--- src/rtl/pvd_pkg.sv ---
// ----------------------------------------------------------------------------
// pvd_pkg
// Shared types and constants for the posting varint decoder.
// ----------------------------------------------------------------------------
package pvd_pkg;

  localparam int VALUE_WIDTH = 32;
  localparam int GROUP_BITS  = 7;
  localparam int MAX_GROUPS  = (VALUE_WIDTH + GROUP_BITS - 1) / GROUP_BITS;
  localparam int SUM_W       = GROUP_BITS * MAX_GROUPS;
  localparam int GROUP_W     = $clog2(MAX_GROUPS + 1);
  localparam int SHIFT_W     = $clog2(SUM_W);
  localparam int OUT_W       = 32;

  localparam logic [7:0] PAYLOAD_MASK = 8'h7f;
  localparam logic [7:0] MORE_BIT     = 8'h80;

  typedef enum logic [1:0] {
    KIND_DOC    = 2'd0,
    KIND_COUNT  = 2'd1,
    KIND_OFFSET = 2'd2
  } kind_t;

  typedef struct packed {
    logic [VALUE_WIDTH-1:0] accumulator;
    logic [GROUP_W-1:0]     group_index;
    kind_t                  field_phase;
    logic [VALUE_WIDTH-1:0] offsets_left;
  } dec_state_t;

  typedef struct packed {
    logic             valid;
    logic [OUT_W-1:0] value;
    kind_t            kind;
    logic             record_end;
    logic             overflow;
  } dec_result_t;

endpackage

--- src/rtl/pvd_step.sv ---
// ----------------------------------------------------------------------------
// pvd_step
// Decode one byte against the current state: next state and optional result.
// ----------------------------------------------------------------------------
module pvd_step import pvd_pkg::*; (
  input  dec_state_t  state,
  input  logic [7:0]  code_byte,
  output dec_state_t  state_next,
  output dec_result_t result
);

  logic [GROUP_BITS-1:0]  payload;
  logic                   more;
  kind_t                  phase;
  logic [SHIFT_W-1:0]     shift;
  logic [SUM_W-1:0]       placed;
  logic                   bad;
  logic [VALUE_WIDTH-1:0] num;
  logic [VALUE_WIDTH-1:0] left_dec;

  always_comb begin
    payload = GROUP_BITS'(code_byte & PAYLOAD_MASK);
    more    = (code_byte & MORE_BIT) != 8'h00;
    unique case (state.field_phase)
      KIND_COUNT:  phase = KIND_COUNT;
      KIND_OFFSET: phase = KIND_OFFSET;
      default:     phase = KIND_DOC;
    endcase
    shift  = SHIFT_W'(state.group_index * GROUP_BITS);
    placed = SUM_W'(payload) << shift;
    bad    = 1'b0;
    if (32'(state.group_index) >= MAX_GROUPS) begin
      bad = 1'b1;
    end else begin
      if ((placed >> VALUE_WIDTH) != '0) begin
        bad = 1'b1;
      end
      if (more && (32'(state.group_index) + 1 >= MAX_GROUPS)) begin
        bad = 1'b1;
      end
    end
    num      = state.accumulator | VALUE_WIDTH'(placed);
    left_dec = (state.offsets_left != '0) ? state.offsets_left - 1'b1
                                          : state.offsets_left;

    state_next        = state;
    result.valid      = 1'b0;
    result.value      = '0;
    result.kind       = phase;
    result.record_end = 1'b0;
    result.overflow   = 1'b0;

    priority if (bad) begin
      state_next      = '0;
      result.valid    = 1'b1;
      result.overflow = 1'b1;
    end else if (more) begin
      state_next.accumulator = num;
      state_next.group_index = state.group_index + 1'b1;
    end else begin
      result.valid           = 1'b1;
      result.value           = OUT_W'(num);
      state_next.accumulator = '0;
      state_next.group_index = '0;
      unique case (phase)
        KIND_DOC: begin
          state_next.field_phase = KIND_COUNT;
        end
        KIND_COUNT: begin
          if (num == '0) begin
            result.record_end       = 1'b1;
            state_next.field_phase  = KIND_DOC;
            state_next.offsets_left = '0;
          end else begin
            state_next.offsets_left = num;
            state_next.field_phase  = KIND_OFFSET;
          end
        end
        default: begin
          state_next.offsets_left = left_dec;
          if (left_dec == '0) begin
            result.record_end      = 1'b1;
            state_next.field_phase = KIND_DOC;
          end
        end
      endcase
    end
  end

endmodule

--- src/rtl/posting_varint_decoder.sv ---
// ----------------------------------------------------------------------------
// posting_varint_decoder
// Decode LEB128 posting records (doc id, count, offsets) one byte per transfer.
// ----------------------------------------------------------------------------
// One byte is taken per cycle unless a held result stalls the input. A byte is
// captured in the input register, is decoded against the running state in a
// single pass and, when it closes a number or overflows, lands in the result
// register. Continuation bytes give no result. A held result that is not taken
// stalls the byte in the input register.
// Overflow returns the decoder to expecting a document id.
module posting_varint_decoder import pvd_pkg::*; (
  input  logic        clk,
  input  logic        rst,
  input  logic        code_valid,
  output logic        code_ready,
  input  logic [7:0]  code_byte,
  output logic        result_valid,
  input  logic        result_ready,
  output logic [31:0] value,
  output logic [1:0]  kind,
  output logic        record_end,
  output logic        overflow
);

  logic        byte_valid;
  logic [7:0]  byte_reg;
  dec_state_t  state;
  dec_state_t  state_next;
  dec_result_t step_result;
  dec_result_t result;
  logic        advance;

  pvd_step u_step (
    .state      (state),
    .code_byte  (byte_reg),
    .state_next (state_next),
    .result     (step_result)
  );

  assign advance    = byte_valid && (!result.valid || result_ready);
  assign code_ready = !byte_valid || advance;

  always_ff @(posedge clk) begin
    if (rst) begin
      byte_valid   <= 1'b0;
      state        <= '0;
      result.valid <= 1'b0;
    end else begin
      if (code_ready) begin
        byte_valid <= code_valid;
      end
      if (advance) begin
        state             <= state_next;
        result.valid      <= step_result.valid;
        result.value      <= step_result.value;
        result.kind       <= step_result.kind;
        result.record_end <= step_result.record_end;
        result.overflow   <= step_result.overflow;
      end else if (result_ready) begin
        result.valid <= 1'b0;
      end
    end
  end

  always_ff @(posedge clk) begin
    if (code_ready && code_valid) begin
      byte_reg <= code_byte;
    end
  end

  assign result_valid = result.valid;
  assign value        = result.value;
  assign kind         = result.kind;
  assign record_end   = result.record_end;
  assign overflow     = result.overflow;

endmodule

--- config.mk ---
export PLATFORM = sky130hd
export DESIGN_NAME = posting_varint_decoder
export DESIGN_NICKNAME = d
export VERILOG_FILES = /design/src/rtl/pvd_pkg.sv /design/src/rtl/pvd_step.sv /design/src/rtl/posting_varint_decoder.sv
export SDC_FILE = /design/constraint.sdc
export NUM_CORES = 1
export LEC_CHECK = 0
export BUFFER_PORTS_ARGS = -buffer_cell sky130_fd_sc_hd__buf_2
export CELL_PAD_IN_SITES_DETAIL_PLACEMENT = 1
export CELL_PAD_IN_SITES_GLOBAL_PLACEMENT = 2
export CORE_MARGIN = 5
export CORE_UTILIZATION = 40
export CTS_BUF_LIST = sky130_fd_sc_hd__clkbuf_4 sky130_fd_sc_hd__clkbuf_8
export DETAILED_ROUTE_END_ITERATION = 6
export PLACE_DENSITY_LB_ADDON = 0.1
export SYNTH_ARGS = -nofsm -noshare
export SYNTH_HDL_FRONTEND = slang
export SYNTH_HIERARCHICAL = 1
export SYNTH_SLANG_ARGS = --single-unit
--- constraint.sdc ---
create_clock -name clk -period 3.8 [get_ports clk]
set_input_delay 0 -clock clk [delete_from_list [all_inputs] [get_ports clk]]
set_output_delay 0 -clock clk [all_outputs]
set_load 0.02 [all_outputs]
=== After elaboration in Yosys (flattened, before gate mapping) ===
Cells that the tools add are included.

* Register bits: 115
* Bits in latches: 0
* Bits in writable memories: 0
* Memory bits (read-only): 0
* Input bits: 12
* Output and inout bits: 38
* Logic and storage cells: 63
* Memories kept: 0

* Add/subtract/negate cells: 3
* $mul: 1
* Divide/modulo/power cells: 0
* Order comparisons: 2
* Equality and inequality tests: 5
* Shift operators: 1
* Mux-type cells: 20
* Bitwise logic cells: 2
* Reduce and logical (&&, ||, !) cells: 18

{| class="wikitable"
|+ Operators by type and width
! cell !! count
|-
| 69-bit 2-to-1 mux || 1
|-
| 34-bit 2-to-1 mux || 2
|-
| 32-bit logical NOT || 2
|-
| 32-bit one-hot mux with 2 select lines || 1
|-
| 35-bit 2-to-1 mux || 1
|-
| 35-bit nonzero test || 1
|-
| 7-bit by 6-bit << shifter with 35-bit output || 1
|-
| 33-bit 2-to-1 mux || 1
|-
| 32-bit by 3-bit >= comparator with 1-bit output (second input constant) || 1
|-
| 32-bit 2-to-1 mux || 1
|-
| 32-bit bitwise OR || 1
|-
| 32-bit nonzero test || 1
|-
| 32-bit by 1-bit subtractor with 32-bit output (second input constant) || 1
|-
| 1-bit 2-to-1 mux || 9
|-
| 2-bit one-hot mux with 2 select lines || 2
|-
| 3-bit by 3-bit multiplier with 6-bit output (second input constant) || 1
|-
| 3-bit AND reduction || 2
|-
| 3-bit by 1-bit adder with 4-bit output (second input constant) || 1
|-
| 2-bit by 1-bit == test with 1-bit output (second input constant) || 2
|-
| 2-bit by 1-bit inequality test with 1-bit output (second input constant) || 2
|-
| 4-bit nonzero test || 1
|-
| 3-bit by 1-bit adder with 3-bit output (second input constant) || 1
|-
| 3-bit >= comparator (second input constant) || 1
|-
| 1-bit logical AND || 3
|-
| other kinds (10) || 12
|}

=== Logic depth before layout (Yosys ltp) ===
Gate-level depths: netlist (run 1).

* Depth in word-level cells: 8
* Mapped depth: 12
* Gate-level depth less buffers: 11

=== Modules after synthesis ===
The synthesis (run 1) kept the hierarchy.

{| class="wikitable"
|+ By module, submodules not included
! module !! times used !! cells an instance !! area an instance (µm²) !! sequential area each (µm²)
|-
| posting_varint_decoder || 1 || 370 || 4769.6 || 2742.6
|-
| pvd_step || 1 || 499 || 2946.6 || 0.0
|}

=== Worst setup path after synthesis (run 1) ===
No wires, ideal clock.

* Kind: register -> register
* Start: register, netlist name state[0]
* End: register, netlist name state[33]
* Setup time: 0.116 ns
* Data arrival time: 2.688 ns
* Setup slack: 0.997 ns
* Stages on the path, launching flop included: 12
* Cells stage by stage: dfxtp_1 -> inv_1 -> ha_1 -> or3b_2 -> nor4_4 -> a31oi_2 -> a211oi_2 -> nand4_1 -> nor4_2 -> o31ai_1 -> nand4b_1 -> o21ai_2

* Cells in the longest elaborated chain, start to end: 5
* Elaborated cells on any way between the ends: 6
* Classes of those cells: add/sub (1); mux (1); reduce/logical (4)

{| class="wikitable"
|+ Ends and longest elaborated chain
! what !! line !! source
|-
| 32-bit by 1-bit subtractor with 32-bit output or 32-bit nonzero test (tied branches) || pvd_step.sv:43 || <nowiki>left_dec = (state.offsets_left != '0) ? state.offsets_left - 1'b1</nowiki>
|-
| 32-bit 2-to-1 mux * || pvd_step.sv:43 ||
|-
| 32-bit logical NOT * || pvd_step.sv:81 || <nowiki>if (left_dec == '0) begin</nowiki>
|-
| 4-bit nonzero test (no line) * || -- ||
|-
| 3-bit AND reduction (no line) * || -- ||
|}

Every way passes the cells marked *; elsewhere a longest branch is shown, timed or not.
A chain may end at the register's enable or synchronous reset.

==> summary.json, run 1 <==
{
  "tritoncts.num_buffers": {"value": 17},
  "timing.hold.worst.class": {"value": "input pin to register"},
  "insertion_delay": {"value": 0.46, "unit": "ns"},
  "ff2ff_setup_slack": {"value": 0.18, "unit": "ns"},
  "hold_violations": {"value": 0},
  "worst-slew-pin-transition": {"value": 1.08, "unit": "ns"},
  "numPlacedInstances": {"value": 1140},
  "power_per_cell_area": {"value": 347, "unit": "mW/mm2"},
  "post_route_cells_drive_above_1_share": {"value": 0.248},
  "largest_reg_flops": {"value": 69},
  "critical_path.slowest_cell": {"value": "dfxtp_1"},
  "p_int": {"value": 2.04, "unit": "mW"},
  "worstPathArrival": {"value": 3.93, "unit": "ns"},
  "num_vias": {"value": 7339},
  "grt_pass1_wl": {"value": 44600, "unit": "um"},
  "status": {"value": "finished, final reports clean"},
  "global_route.usage.total": {"value": 0.258},
  "crit_path_frequent_cell": {"value": "a2111oi_0"},
  "wire_per_inst": {"value": 24.0, "unit": "um"},
  "clk_pin_slew_worst_paths": {"value": 0.09, "unit": "ns"},
  "synth-warning-count": {"value": 6},
  "final.setup.tns": {"value": 0, "unit": "ns"},
  "power.clock.fraction": {"value": 0.411},
  "reg2reg_from": {"value": "state[36]$_SDFFE_PP0P_"},
  "ys_dominant_reg_cell": {"value": "dfxtp_1"},
  "crit_path_start": {"value": "state[36]$_SDFFE_PP0P_"},
  "maxSlewHeadroom": {"value": 0.276},
  "ant_nets": {"value": 0},
  "layout_min_cycle_time": {"value": 3.62, "unit": "ns"},
  "drt_first_iter_violations": {"value": 529},
  "holdWs": {"value": 0.0761, "unit": "ns"},
  "dp_hpwl": {"value": 19300, "unit": "um"},
  "post_detailed_route_drc_marker_count": {"value": 0},
  "io_buffer_count": {"value": 49},
  "timing.setup.critical_path_class": {"value": "register to register"},
  "grt_antenna_before_repair": {"value": 0},
  "die_height": {"value": 149, "unit": "um"},
  "post_synth.cell_area_avg": {"value": 8.88, "unit": "um2"},
  "pwr-share-comb": {"value": 0.145},
  "vdd_drop_max": {"value": 0.216, "unit": "mV"},
  "fp.coreArea": {"value": 0.0188, "unit": "mm2"},
  "placement_rows": {"value": 50},
  "sequentialPowerShare": {"value": 0.444},
  "switching_share": {"value": 0.314},
  "synthToLayoutAreaGrowth": {"value": 11.2, "unit": "%"},
  "die-area": {"value": 0.0222, "unit": "mm2"},
  "crit_path_end_kind": {"value": "register"},
  "cts_root_buffer": {"value": "clkbuf_8"},
  "post-synth-top-count-cell": {"value": "nor2_1"},
  "drv_slew": {"value": 0},
  "synthArstFlopShare": {"value": 0},
  "viasPerCell": {"value": 6.21},
  "critical_path_peak_fanout": {"value": 16},
  "synth.top_cells.by_area": {"value": "dfxtp_1 (18%), edfxtp_1 (17%), nand4b_1 (7.9%), o21ai_2 (7.9%), nand2b_1 (5.8%)"},
  "clock_skew": {"value": 0.0175, "unit": "ns"},
  "non_filler_instance_count_after_layout": {"value": 1182},
  "largest_net_degree_at_the_start_of_global_routing": {"value": 125},
  "drt_pre_antenna_iters": {"value": 5},
  "number_of_synthesized_flops_with_an_enable_pin": {"value": 44},
  "timing.critical_path.from_type": {"value": "register"},
  "layout.nets": {"value": 928},
  "synthesized_area": {"value": 0.00772, "unit": "mm2"},
  "cts.repair_timing.setup_buffer_count": {"value": 0},
  "ioPinCount": {"value": 50},
  "worst_path_largest_cell_delay": {"value": 0.65, "unit": "ns"},
  "worst-endpoint-required": {"value": 4.11, "unit": "ns"},
  "max-cap-violations": {"value": 0},
  "synth.distinct_cells": {"value": 77},
  "cts_tree": {"value": "done"},
  "final.period_utilization": {"value": 0.953},
  "peak_clock_frequency_supported_by_timing": {"value": 276, "unit": "MHz"},
  "die_width": {"value": 149, "unit": "um"},
  "netlist.top_cell.by_area": {"value": "dfxtp_1"},
  "rsz0062_at_grt": {"value": "false"},
  "switching_power": {"value": 0.932, "unit": "mW"},
  "r2r_end": {"value": "state[9]$_SDFFE_PP0P_"},
  "synth_top_area_frac": {"value": 0.184},
  "postSynthNetCount": {"value": 888},
  "synth.top_cells.by_count": {"value": "nor2_1 (105), dfxtp_1 (71), nand2b_1 (71), nand4b_1 (70), o21ai_2 (70)"},
  "cts_sink_cnt": {"value": 115},
  "htree_levels": {"value": 4},
  "number_of_antenna_diodes": {"value": 0},
  "cts-root-to-sink-buffers": {"value": 2},
  "r2r_cells": {"value": 10},
  "critPathCapture": {"value": "state[9]$_SDFFE_PP0P_"},
  "place.gp.congestion": {"value": 0.930},
  "whs_path_depth": {"value": 3},
  "synth_sequential_area_ratio": {"value": 0.355},
  "leakage_power_summed_over_all_cells": {"value": 3.15, "unit": "nW"},
  "synthCells": {"value": 869},
  "overflow": {"value": 0},
  "critical_path_cell_by_cell": {"value": "and3b_1 > a2111oi_0 > nand4_1 > nor4_2 > a21oi_1 > buf_4 > a221oi_1 > a2111oi_0 > nand4b_1 > o21ai_2"},
  "synth-seq-cells": {"value": 115},
  "setup_viol": {"value": 0},
  "initial_utilization": {"value": 0.410},
  "grt_pass1_vias": {"value": 7529},
  "finalWirelength": {"value": 28300, "unit": "um"}
}
==> final cells by class <==
cell class	count	area (um2)
fillers	2198	10300
clock inverters	15	169
inverters	23	86.3
flip-flops and latches	115	2740
repair buffers	98	638
well taps	260	325
clock buffers	17	234
multi-input cells	654	4380
==> cell usage in the layout, fill, tap and decap left out, types with 5 or more instances in the layout <==
master	Yosys	final
nor2_1	105	105
nand2b_1	71	71
o21ai_2	70	70
nand4b_1	70	70
dfxtp_1	71	70
a21oi_1	55	55
buf_2	10	49
edfxtp_1	44	44
nand2_1	39	39
buf_4	4	39
o21ai_0	26	26
inv_1	22	22
clkbuf_8	0	17
nand4_1	16	16
or4_1	14	14
nor3_1	13	13
nand3_1	11	11
o22ai_1	11	11
dlygate4sd3_1	0	10
nor4_1	11	10
a31oi_1	10	10
a22oi_1	9	9
nor2b_1	7	7
ha_1	7	7
o31ai_1	6	6
nor4_2	5	6
a2111oi_0	6	6
o221ai_1	6	6
inv_6	0	5
or3_1	5	5
==> cells by family after synthesis <==
kind of cell / after synthesis / synth area share
compound gates: 235 / 0.221
fa+ha+maj: 7 / 0.0114
buf+inv: 100 / 0.0778
mux: 6 / 0.00827
flops: 115 / 0.355
simple gates: 404 / 0.323
xor+xnor: 2 / 0.00227
==> through the flow <==
stage	utilization	total power [mW]	area (um2)	setup WS, ns
global placement	0.428	1.75	8070	0.422
global route	0.455	3.08	8580	0.0596
detailed placement	0.428	1.76	8070	0.118
finish	0.455	2.97	8580	0.179
floorplan	-	1.63	7720	0.997
CTS	0.455	2.98	8570	0.0638
==> power groups by stage <==
stage | sequential [mW] | combinational [mW] | clock [mW]
2_1_floorplan | 1.35 | 0.287 | 0
3_3_place_gp | 1.35 | 0.407 | 0
3_5_place_dp | 1.35 | 0.414 | 0
4_1_cts | 1.32 | 0.423 | 1.24
5_1_grt | 1.32 | 0.456 | 1.30
6_report | 1.32 | 0.430 | 1.22
==> critical path: cells and delay by family (launching register included) <==
kind	cells	cell delay (ns)
AO/OA/AOI/OAI	5	1.34
AND/OR/NAND/NOR	4	1.28
buffers and inverters	1	0.22
flip-flops	1	0.65
==> metal layers <==
layer	track usage	part of all wire	wire, um
met3	0.0453	0.048	1350
met1	0.350	0.46	13000
met4	0.0705	0.021	601
met2	0.424	0.47	13300
met5	0	0	0
==> timing repair <==
action                                  in CTS  in global routing
hold endpoints to repair                     9                  0
resized for setup                            0                  2
endpoints found under the setup margin       0                 20
hold buffers                                10                  0
==> worst min path at each step <==
stage / from / to
after floorplan: code_byte[0] / byte_reg[0]$_DFFE_PP_
after global routing: rst / state[22]$_SDFFE_PP0P_
after global placement: code_byte[5] / byte_reg[5]$_DFFE_PP_
final: rst / state[19]$_SDFFE_PP0P_
after CTS: rst / state[16]$_SDFFE_PP0P_
after detailed placement: code_byte[5] / byte_reg[5]$_DFFE_PP_
No activity file was read; power rests on OpenSTA's default activity.
==> run 2: changes to the inputs <==
--- a/config.mk
+++ b/config.mk
@@ -13,6 +13,7 @@
 export CTS_BUF_LIST = sky130_fd_sc_hd__clkbuf_4 sky130_fd_sc_hd__clkbuf_8
 export DETAILED_ROUTE_END_ITERATION = 6
 export PLACE_DENSITY_LB_ADDON = 0.1
+export RECOVER_POWER = 50
 export SYNTH_ARGS = -nofsm -noshare
 export SYNTH_HDL_FRONTEND = slang
 export SYNTH_HIERARCHICAL = 1
==> constraint.sdc (replaced) <==
create_clock -name clk -period 4.4 [get_ports clk]
set_input_delay 0 -clock clk [delete_from_list [all_inputs] [get_ports clk]]
set_output_delay 0 -clock clk [all_outputs]
set_load 0.02 [all_outputs]
==> summary.json, run 2 (synthesized netlist as in run 1, its figures left out) <==
{
  "io_buffer_count": {"value": 49, "change": "unchanged"},
  "die-area": {"value": 0.0222, "unit": "mm2", "change": "unchanged"},
  "max-cap-violations": {"value": 3, "change": "was 0"},
  "layout.nets": {"value": 909, "change": "was 928"},
  "critical_path.slowest_cell": {"value": "clkbuf_1", "change": "was dfxtp_1"},
  "hold_violations": {"value": 0, "change": "unchanged"},
  "cts-root-to-sink-buffers": {"value": 2, "change": "unchanged"},
  "worstPathBufferInverterCount": {"value": 1, "change": "unchanged"},
  "number_of_antenna_diodes": {"value": 0, "change": "unchanged"},
  "p_total": {"value": 2.61, "unit": "mW", "change": "was 2.97 mW"},
  "largest_reg_flops": {"value": 69, "change": "unchanged"},
  "layout.cells.most_common_list": {"value": "nor2_1 (105), nand2b_1 (71), dfxtp_1 (71)", "change": "was nor2_1 (105), nand2b_1 (71), o21ai_2 (70), nand4b_1 (70), dfxtp_1 (70)"},
  "violations": {"value": "max-capacitance violations, max-slew violations"},
  "ant_nets": {"value": 0, "change": "unchanged"},
  "leakage_power_summed_over_all_cells": {"value": 2.91, "unit": "nW", "change": "was 3.15 nW"},
  "timing.critical_path.from_type": {"value": "register", "change": "unchanged"},
  "layout.cells.most_common": {"value": "nor2_1", "change": "unchanged"},
  "place.gp.congestion": {"value": 0.967, "change": "was 0.930"},
  "worst_path_largest_cell_delay": {"value": 1.56, "unit": "ns", "change": "was 0.65 ns"},
  "crit_cells": {"value": 9, "change": "was 10"},
  "final.period_utilization": {"value": 0.870, "change": "was 0.953"},
  "worst-slew-pin-transition": {"value": 2.16, "unit": "ns", "change": "was 1.08 ns"},
  "grt_antenna_before_repair": {"value": 0, "change": "unchanged"},
  "ioPinCount": {"value": 50, "change": "unchanged"},
  "worst-endpoint-required": {"value": 4.73, "unit": "ns", "change": "was 4.11 ns"},
  "tritoncts.num_buffers": {"value": 17, "change": "unchanged"},
  "htree_levels": {"value": 4, "change": "unchanged"},
  "finalWirelength": {"value": 28100, "unit": "um", "change": "was 28,300 um"},
  "non_filler_instance_count_after_layout": {"value": 1163, "change": "was 1,182"},
  "die_width": {"value": 149, "unit": "um", "change": "unchanged"},
  "worstPathArrival": {"value": 4.15, "unit": "ns", "change": "was 3.93 ns"},
  "clk_pin_slew_worst_paths": {"value": 0.09, "unit": "ns", "change": "about the same"},
  "initial_utilization": {"value": 0.410, "change": "unchanged"},
  "clock_skew": {"value": 0.0146, "unit": "ns", "change": "was 0.0175 ns"},
  "final.setup.tns": {"value": 0, "unit": "ns", "change": "unchanged"},
  "numPlacedInstances": {"value": 1121, "change": "was 1,140"},
  "largest_net_degree_at_the_start_of_global_routing": {"value": 119, "change": "was 125"},
  "grt_pass1_vias": {"value": 7279, "change": "was 7,529"},
  "die_height": {"value": 149, "unit": "um", "change": "unchanged"},
  "peak_clock_frequency_supported_by_timing": {"value": 261, "unit": "MHz", "change": "was 276 MHz"},
  "wire_per_inst": {"value": 24.1, "unit": "um", "change": "was 24.0 um"},
  "drt_first_iter_violations": {"value": 609, "change": "was 529"},
  "rsz0062_at_grt": {"value": "false", "change": "unchanged"},
  "crit_path_end_kind": {"value": "register", "change": "unchanged"},
  "critical_path_peak_fanout": {"value": 40, "change": "was 16"},
  "post_route_cells_drive_above_1_share": {"value": 0.175, "change": "was 0.248"},
  "num_vias": {"value": 7265, "change": "was 7,339"},
  "timing.setup.critical_path_class": {"value": "register to register", "change": "unchanged"},
  "synthToLayoutAreaGrowth": {"value": 8.33, "unit": "%", "change": "was 11.2%"},
  "cts.repair_timing.setup_buffer_count": {"value": 0, "change": "unchanged"},
  "post_detailed_route_drc_marker_count": {"value": 0, "change": "unchanged"},
  "overflow": {"value": 0, "change": "unchanged"},
  "vdd_drop_max": {"value": 0.191, "unit": "mV", "change": "was 0.216 mV"},
  "drt_pre_antenna_iters": {"value": 5, "change": "unchanged"},
  "viasPerCell": {"value": 6.25, "change": "was 6.21"},
  "finish.utilization": {"value": 0.444, "change": "was 0.455"},
  "timing.hold.worst.class": {"value": "input pin to register", "change": "unchanged"},
  "layout_min_cycle_time": {"value": 3.83, "unit": "ns", "change": "was 3.62 ns"},
  "fp.coreArea": {"value": 0.0188, "unit": "mm2", "change": "unchanged"},
  "setup_viol": {"value": 0, "change": "unchanged"},
  "critical_path_cell_by_cell": {"value": "ha_1 > o31ai_1 > nand2_1 > clkbuf_1 > nor2_1 > a32oi_1 > o21ai_0 > nand4b_1 > o21ai_2", "change": "was and3b_1 > a2111oi_0 > nand4_1 > nor4_2 > a21oi_1 > buf_4 > a221oi_1 > a2111oi_0 > nand4b_1 > o21ai_2"},
  "insertion_delay": {"value": 0.46, "unit": "ns", "change": "about the same"},
  "dp_hpwl": {"value": 18500, "unit": "um", "change": "was 19,300 um"},
  "grt_pass1_wl": {"value": 43900, "unit": "um", "change": "was 44,600 um"},
  "r2r_cells": {"value": 9, "change": "was 10"},
  "cts_tree": {"value": "done", "change": "unchanged"},
  "placement_rows": {"value": 50, "change": "unchanged"},
  "status": {"value": "complete, but fails checks", "change": "was finished, final reports clean"},
  "cts_root_buffer": {"value": "clkbuf_8", "change": "unchanged"},
  "whs_path_depth": {"value": 3, "change": "unchanged"},
  "cts_sink_cnt": {"value": 115, "change": "unchanged"},
  "drv_slew": {"value": 146, "change": "was 0"},
  "maxSlewHeadroom": {"value": -0.441, "change": "was 0.276"},
  "worst_path_top_cell_family_by_delay": {"value": "buffers and inverters", "change": "was compound AO/OA/AOI/OAI gates"},
  "global_route.usage.total": {"value": 0.253, "change": "was 0.258"},
  "holdWs": {"value": 0.0855, "unit": "ns", "change": "was 0.0761 ns"},
  "power_per_cell_area": {"value": 312, "unit": "mW/mm2", "change": "was 347 mW/mm2"}
}
run 2: repair_timing:
action                    CTS  global route
hold endpoints to repair    9             0
hold buffers               10             0
gates resized for setup     0             0
run 2: per-layer routing:
metal / global-route usage / part of all wire
met1: 0.351 / 0.47
met2: 0.419 / 0.48
met3: 0.0340 / 0.042
met4: 0.0590 / 0.013
met5: 0 / 0
run 2: worst register-to-register path, cell delays in order (launching register included):
cell and delay, ns:
dfxtp_1 0.68, ha_1 0.24, o31ai_1 0.11, nand2_1 0.16
clkbuf_1 1.56, nor2_1 0.35, a32oi_1 0.31, o21ai_0 0.11
nand4b_1 0.12, o21ai_2 0.08
run 2: per-stage QoR:
step                      worst slack, ns  area, um2
after global placement              0.907       7920
after floorplan                      1.60       7720
after detailed placement            0.741       7920
final                               0.574       8360
after global routing                0.278       8360
after CTS                           0.729       8450
run 2: area by class of cell:
| class | count | area, um2 |
|---|---|---|
| inverters | 23 | 86.3 |
| clock inverters | 15 | 194 |
| multi-input cells | 654 | 4350 |
| clock buffers | 17 | 234 |
| repair buffers | 79 | 427 |
| fillers | 2265 | 10500 |
| well taps | 260 | 325 |
| flip-flops and latches | 115 | 2740 |
run 2: power by group:
part           internal (mW)  leakage, nW  total (mW)  switching, mW
Sequential              1.12         1.01        1.14         0.0204
Clock                  0.576        0.211        1.11          0.534
Combinational          0.104         1.69       0.355          0.251
Total                   1.80         2.91        2.61          0.806
run 2: final timing paths:
kind,start,end,slack [ns]
worst min-delay path,rst,state[16]$_SDFFE_PP0P_,0.09
worst max register to register,state[34]$_SDFFE_PP0P_,state[4]$_SDFFE_PP0P_,0.57
worst min register to register,state[55]$_SDFFE_PP0P_,state[55]$_SDFFE_PP0P_,0.49
worst max-delay path,state[34]$_SDFFE_PP0P_,state[4]$_SDFFE_PP0P_,0.57
==> run 3: changes to the inputs <==
--- a/config.mk
+++ b/config.mk
@@ -12,8 +12,9 @@
 export CORE_UTILIZATION = 40
 export CTS_BUF_LIST = sky130_fd_sc_hd__clkbuf_4 sky130_fd_sc_hd__clkbuf_8
 export DETAILED_ROUTE_END_ITERATION = 6
-export PLACE_DENSITY_LB_ADDON = 0.1
+export PLACE_DENSITY = 0.84
 export RECOVER_POWER = 50
+export SKIP_LAST_GASP = 1
 export SYNTH_ARGS = -nofsm -noshare
 export SYNTH_HDL_FRONTEND = slang
 export SYNTH_HIERARCHICAL = 1
==> summary.json, run 3 (synthesized netlist as in run 1, its figures left out) <==
{
  "status": {"value": "complete, but fails checks", "change": "unchanged"},
  "violations": {"value": "max-capacitance violations, max-slew violations", "change": "unchanged"},
  "post_route_cells_drive_above_1_share": {"value": 0.180, "change": "was 0.175"},
  "ff2ff_setup_slack": {"value": 0.51, "unit": "ns", "change": "was 0.57 ns"},
  "whs_path_depth": {"value": 2, "change": "was 3"},
  "cts.repair_timing.setup_buffer_count": {"value": 0, "change": "unchanged"},
  "clock_skew": {"value": 0.0202, "unit": "ns", "change": "was 0.0146 ns"},
  "placement_rows": {"value": 50, "change": "unchanged"},
  "final.setup.tns": {"value": 0, "unit": "ns", "change": "unchanged"},
  "io_buffer_count": {"value": 49, "change": "unchanged"},
  "die-area": {"value": 0.0222, "unit": "mm2", "change": "unchanged"},
  "post_detailed_route_drc_marker_count": {"value": 0, "change": "unchanged"},
  "ant_nets": {"value": 0, "change": "unchanged"},
  "htree_levels": {"value": 4, "change": "unchanged"},
  "timing.setup.critical_path_class": {"value": "register to register", "change": "unchanged"},
  "drv_slew": {"value": 181, "change": "was 146"},
  "worst-endpoint-required": {"value": 4.79, "unit": "ns", "change": "was 4.73 ns"},
  "timing.critical_path.from_type": {"value": "register", "change": "unchanged"},
  "power_per_cell_area": {"value": 302, "unit": "mW/mm2", "change": "was 312 mW/mm2"},
  "tritoncts.num_buffers": {"value": 17, "change": "unchanged"},
  "final.period_utilization": {"value": 0.884, "change": "was 0.870"},
  "crit_path_end_kind": {"value": "register", "change": "unchanged"},
  "layout_min_cycle_time": {"value": 3.89, "unit": "ns", "change": "was 3.83 ns"},
  "peak_clock_frequency_supported_by_timing": {"value": 257, "unit": "MHz", "change": "was 261 MHz"},
  "r2r_end": {"value": "state[4]$_SDFFE_PP0P_", "change": "unchanged"},
  "number_of_antenna_diodes": {"value": 0, "change": "unchanged"},
  "die_width": {"value": 149, "unit": "um", "change": "unchanged"},
  "timing.hold.worst.class": {"value": "input pin to register", "change": "unchanged"},
  "worstPathArrival": {"value": 4.28, "unit": "ns", "change": "was 4.15 ns"},
  "crit_path_start": {"value": "state[34]$_SDFFE_PP0P_", "change": "unchanged"},
  "insertion_delay": {"value": 0.46, "unit": "ns", "change": "about the same"},
  "vdd_drop_max": {"value": 0.185, "unit": "mV", "change": "was 0.191 mV"},
  "num_vias": {"value": 7397, "change": "was 7,265"},
  "non_filler_instance_count_after_layout": {"value": 1159, "change": "was 1,163"},
  "drt_first_iter_violations": {"value": 761, "change": "was 609"},
  "cts_sink_cnt": {"value": 115, "change": "unchanged"},
  "largest_net_degree_at_the_start_of_global_routing": {"value": 141, "change": "was 119"},
  "rsz0062_at_grt": {"value": "false", "change": "unchanged"},
  "cts_root_buffer": {"value": "clkbuf_8", "change": "unchanged"},
  "cts-root-to-sink-buffers": {"value": 2, "change": "unchanged"},
  "r2r_cells": {"value": 9, "change": "unchanged"},
  "die_height": {"value": 149, "unit": "um", "change": "unchanged"},
  "max-cap-violations": {"value": 3, "change": "unchanged"},
  "grt_pass1_vias": {"value": 7379, "change": "was 7,279"},
  "finalWirelength": {"value": 27500, "unit": "um", "change": "was 28,100 um"},
  "cts_tree": {"value": "done", "change": "unchanged"},
  "dp_hpwl": {"value": 18400, "unit": "um", "change": "was 18,500 um"},
  "worst-slew-pin-transition": {"value": 2.00, "unit": "ns", "change": "was 2.16 ns"},
  "wire_per_inst": {"value": 23.7, "unit": "um", "change": "was 24.1 um"},
  "critical_path_peak_fanout": {"value": 25, "change": "was 40"},
  "drt_pre_antenna_iters": {"value": 5, "change": "unchanged"},
  "hp-start": {"value": "code_byte[2]", "change": "was rst"},
  "post_cts_hold_buffer_count": {"value": 10, "change": "unchanged"},
  "global_route.usage.total": {"value": 0.246, "change": "was 0.253"},
  "hold_violations": {"value": 0, "change": "unchanged"},
  "setup_viol": {"value": 0, "change": "unchanged"},
  "synthToLayoutAreaGrowth": {"value": 7.88, "unit": "%", "change": "was 8.33%"},
  "grt_antenna_before_repair": {"value": 0, "change": "unchanged"},
  "hold-path-endpoint": {"value": "byte_reg[2]$_DFFE_PP_", "change": "was state[16]$_SDFFE_PP0P_"},
  "layout.cells.most_common": {"value": "nor2_1", "change": "unchanged"},
  "maxSlewHeadroom": {"value": -0.339, "change": "was -0.441"},
  "largest_reg_flops": {"value": 69, "change": "unchanged"},
  "layout.cells.most_common_list": {"value": "nor2_1 (105), nand2b_1 (71), dfxtp_1 (71)", "change": "unchanged"},
  "numPlacedInstances": {"value": 1117, "change": "was 1,121"},
  "overflow": {"value": 0, "change": "unchanged"},
  "filler_cell_count": {"value": 2215, "change": "was 2,265"},
  "fp.coreArea": {"value": 0.0188, "unit": "mm2", "change": "unchanged"},
  "cts_resized": {"value": 0, "change": "unchanged"},
  "grt_pass1_wl": {"value": 43200, "unit": "um", "change": "was 43,900 um"},
  "place.gp.congestion": {"value": 0.959, "change": "was 0.967"},
  "initial_utilization": {"value": 0.410, "change": "unchanged"},
  "clk_pin_slew_worst_paths": {"value": 0.09, "unit": "ns", "change": "about the same"},
  "viasPerCell": {"value": 6.38, "change": "was 6.25"},
  "layout.nets": {"value": 905, "change": "was 909"},
  "reg2reg_from": {"value": "state[34]$_SDFFE_PP0P_", "change": "unchanged"},
  "leakage_power_summed_over_all_cells": {"value": 2.89, "unit": "nW", "change": "was 2.91 nW"},
  "ioPinCount": {"value": 50, "change": "unchanged"}
}
run 3: cell count changes in the layout (fill, tap and decap cells not counted), moves of 2 or more:
cell / previous run / this run
clkinvlp_4: 2 / 4
inv_6: 4 / 0
o21ai_0: 32 / 26
clkbuf_8: 17 / 19
clkbuf_1: 43 / 40
inv_8: 2 / 0
o21ai_2: 64 / 70
run 3: power by group:
part           leakage (nW)  switching (mW)  internal [mW]  total, mW
sequential             1.01          0.0199           1.12       1.14
combinational          1.69           0.241          0.103      0.344
clock                 0.195           0.492          0.539       1.03
total                  2.89           0.753           1.76       2.52
run 3: layout make-up:
| type | instances | area [um2] | share of cell area |
|---|---|---|---|
| flip-flops and latches | 115 | 2740 | 0.329 |
| inverters | 23 | 86.3 | 0.0104 |
| repair buffers | 75 | 408 | 0.0490 |
| multi-input cells | 654 | 4360 | 0.524 |
| clock buffers | 20 | 269 | 0.0323 |
| clock inverters | 12 | 133 | 0.0159 |
| well taps | 260 | 325 | 0.0391 |
run 3: critical path: stages (launching register included):
cell	delay [ns]
dfxtp_1	0.50
or4_1	0.59
o31ai_1	0.35
nand2_1	0.52
clkbuf_1	0.67
nor2_1	0.54
a31oi_1	0.14
o21ai_0	0.23
nand4b_1	0.16
o21ai_2	0.12
run 3: through the flow:
stage	setup WS (ns)	power [mW]	hold WS, ns	utilization	area (um2)
after floorplan	1.60	1.41	0.0989	-	7720
after global placement	0.970	1.49	0.178	0.419	7890
after detailed placement	0.813	1.50	0.179	0.419	7890
after CTS	0.782	2.53	0.169	0.446	8400
after global routing	0.313	2.61	0.229	0.442	8320
final	0.511	2.52	0.233	0.442	8320
run 3: how the worst max path moves through the flow:
| stage | end | slack (ns) |
|---|---|---|
| floorplan | state[33]$_SDFFE_PP0P_ | 1.60 |
| global placement | state[13]$_SDFFE_PP0P_ | 0.97 |
| detailed placement | state[13]$_SDFFE_PP0P_ | 0.81 |
| CTS | state[13]$_SDFFE_PP0P_ | 0.78 |
| global route | state[4]$_SDFFE_PP0P_ | 0.31 |
| finish | state[4]$_SDFFE_PP0P_ | 0.51 |
run 3: per-layer routing:
metal	up-vias	global-route usage	share of wire
met1	3791	0.341	0.45
li1	3285	-	-
met2	271	0.389	0.47
met3	50	0.0483	0.063
met5	-	0	0
met4	0	0.0723	0.020
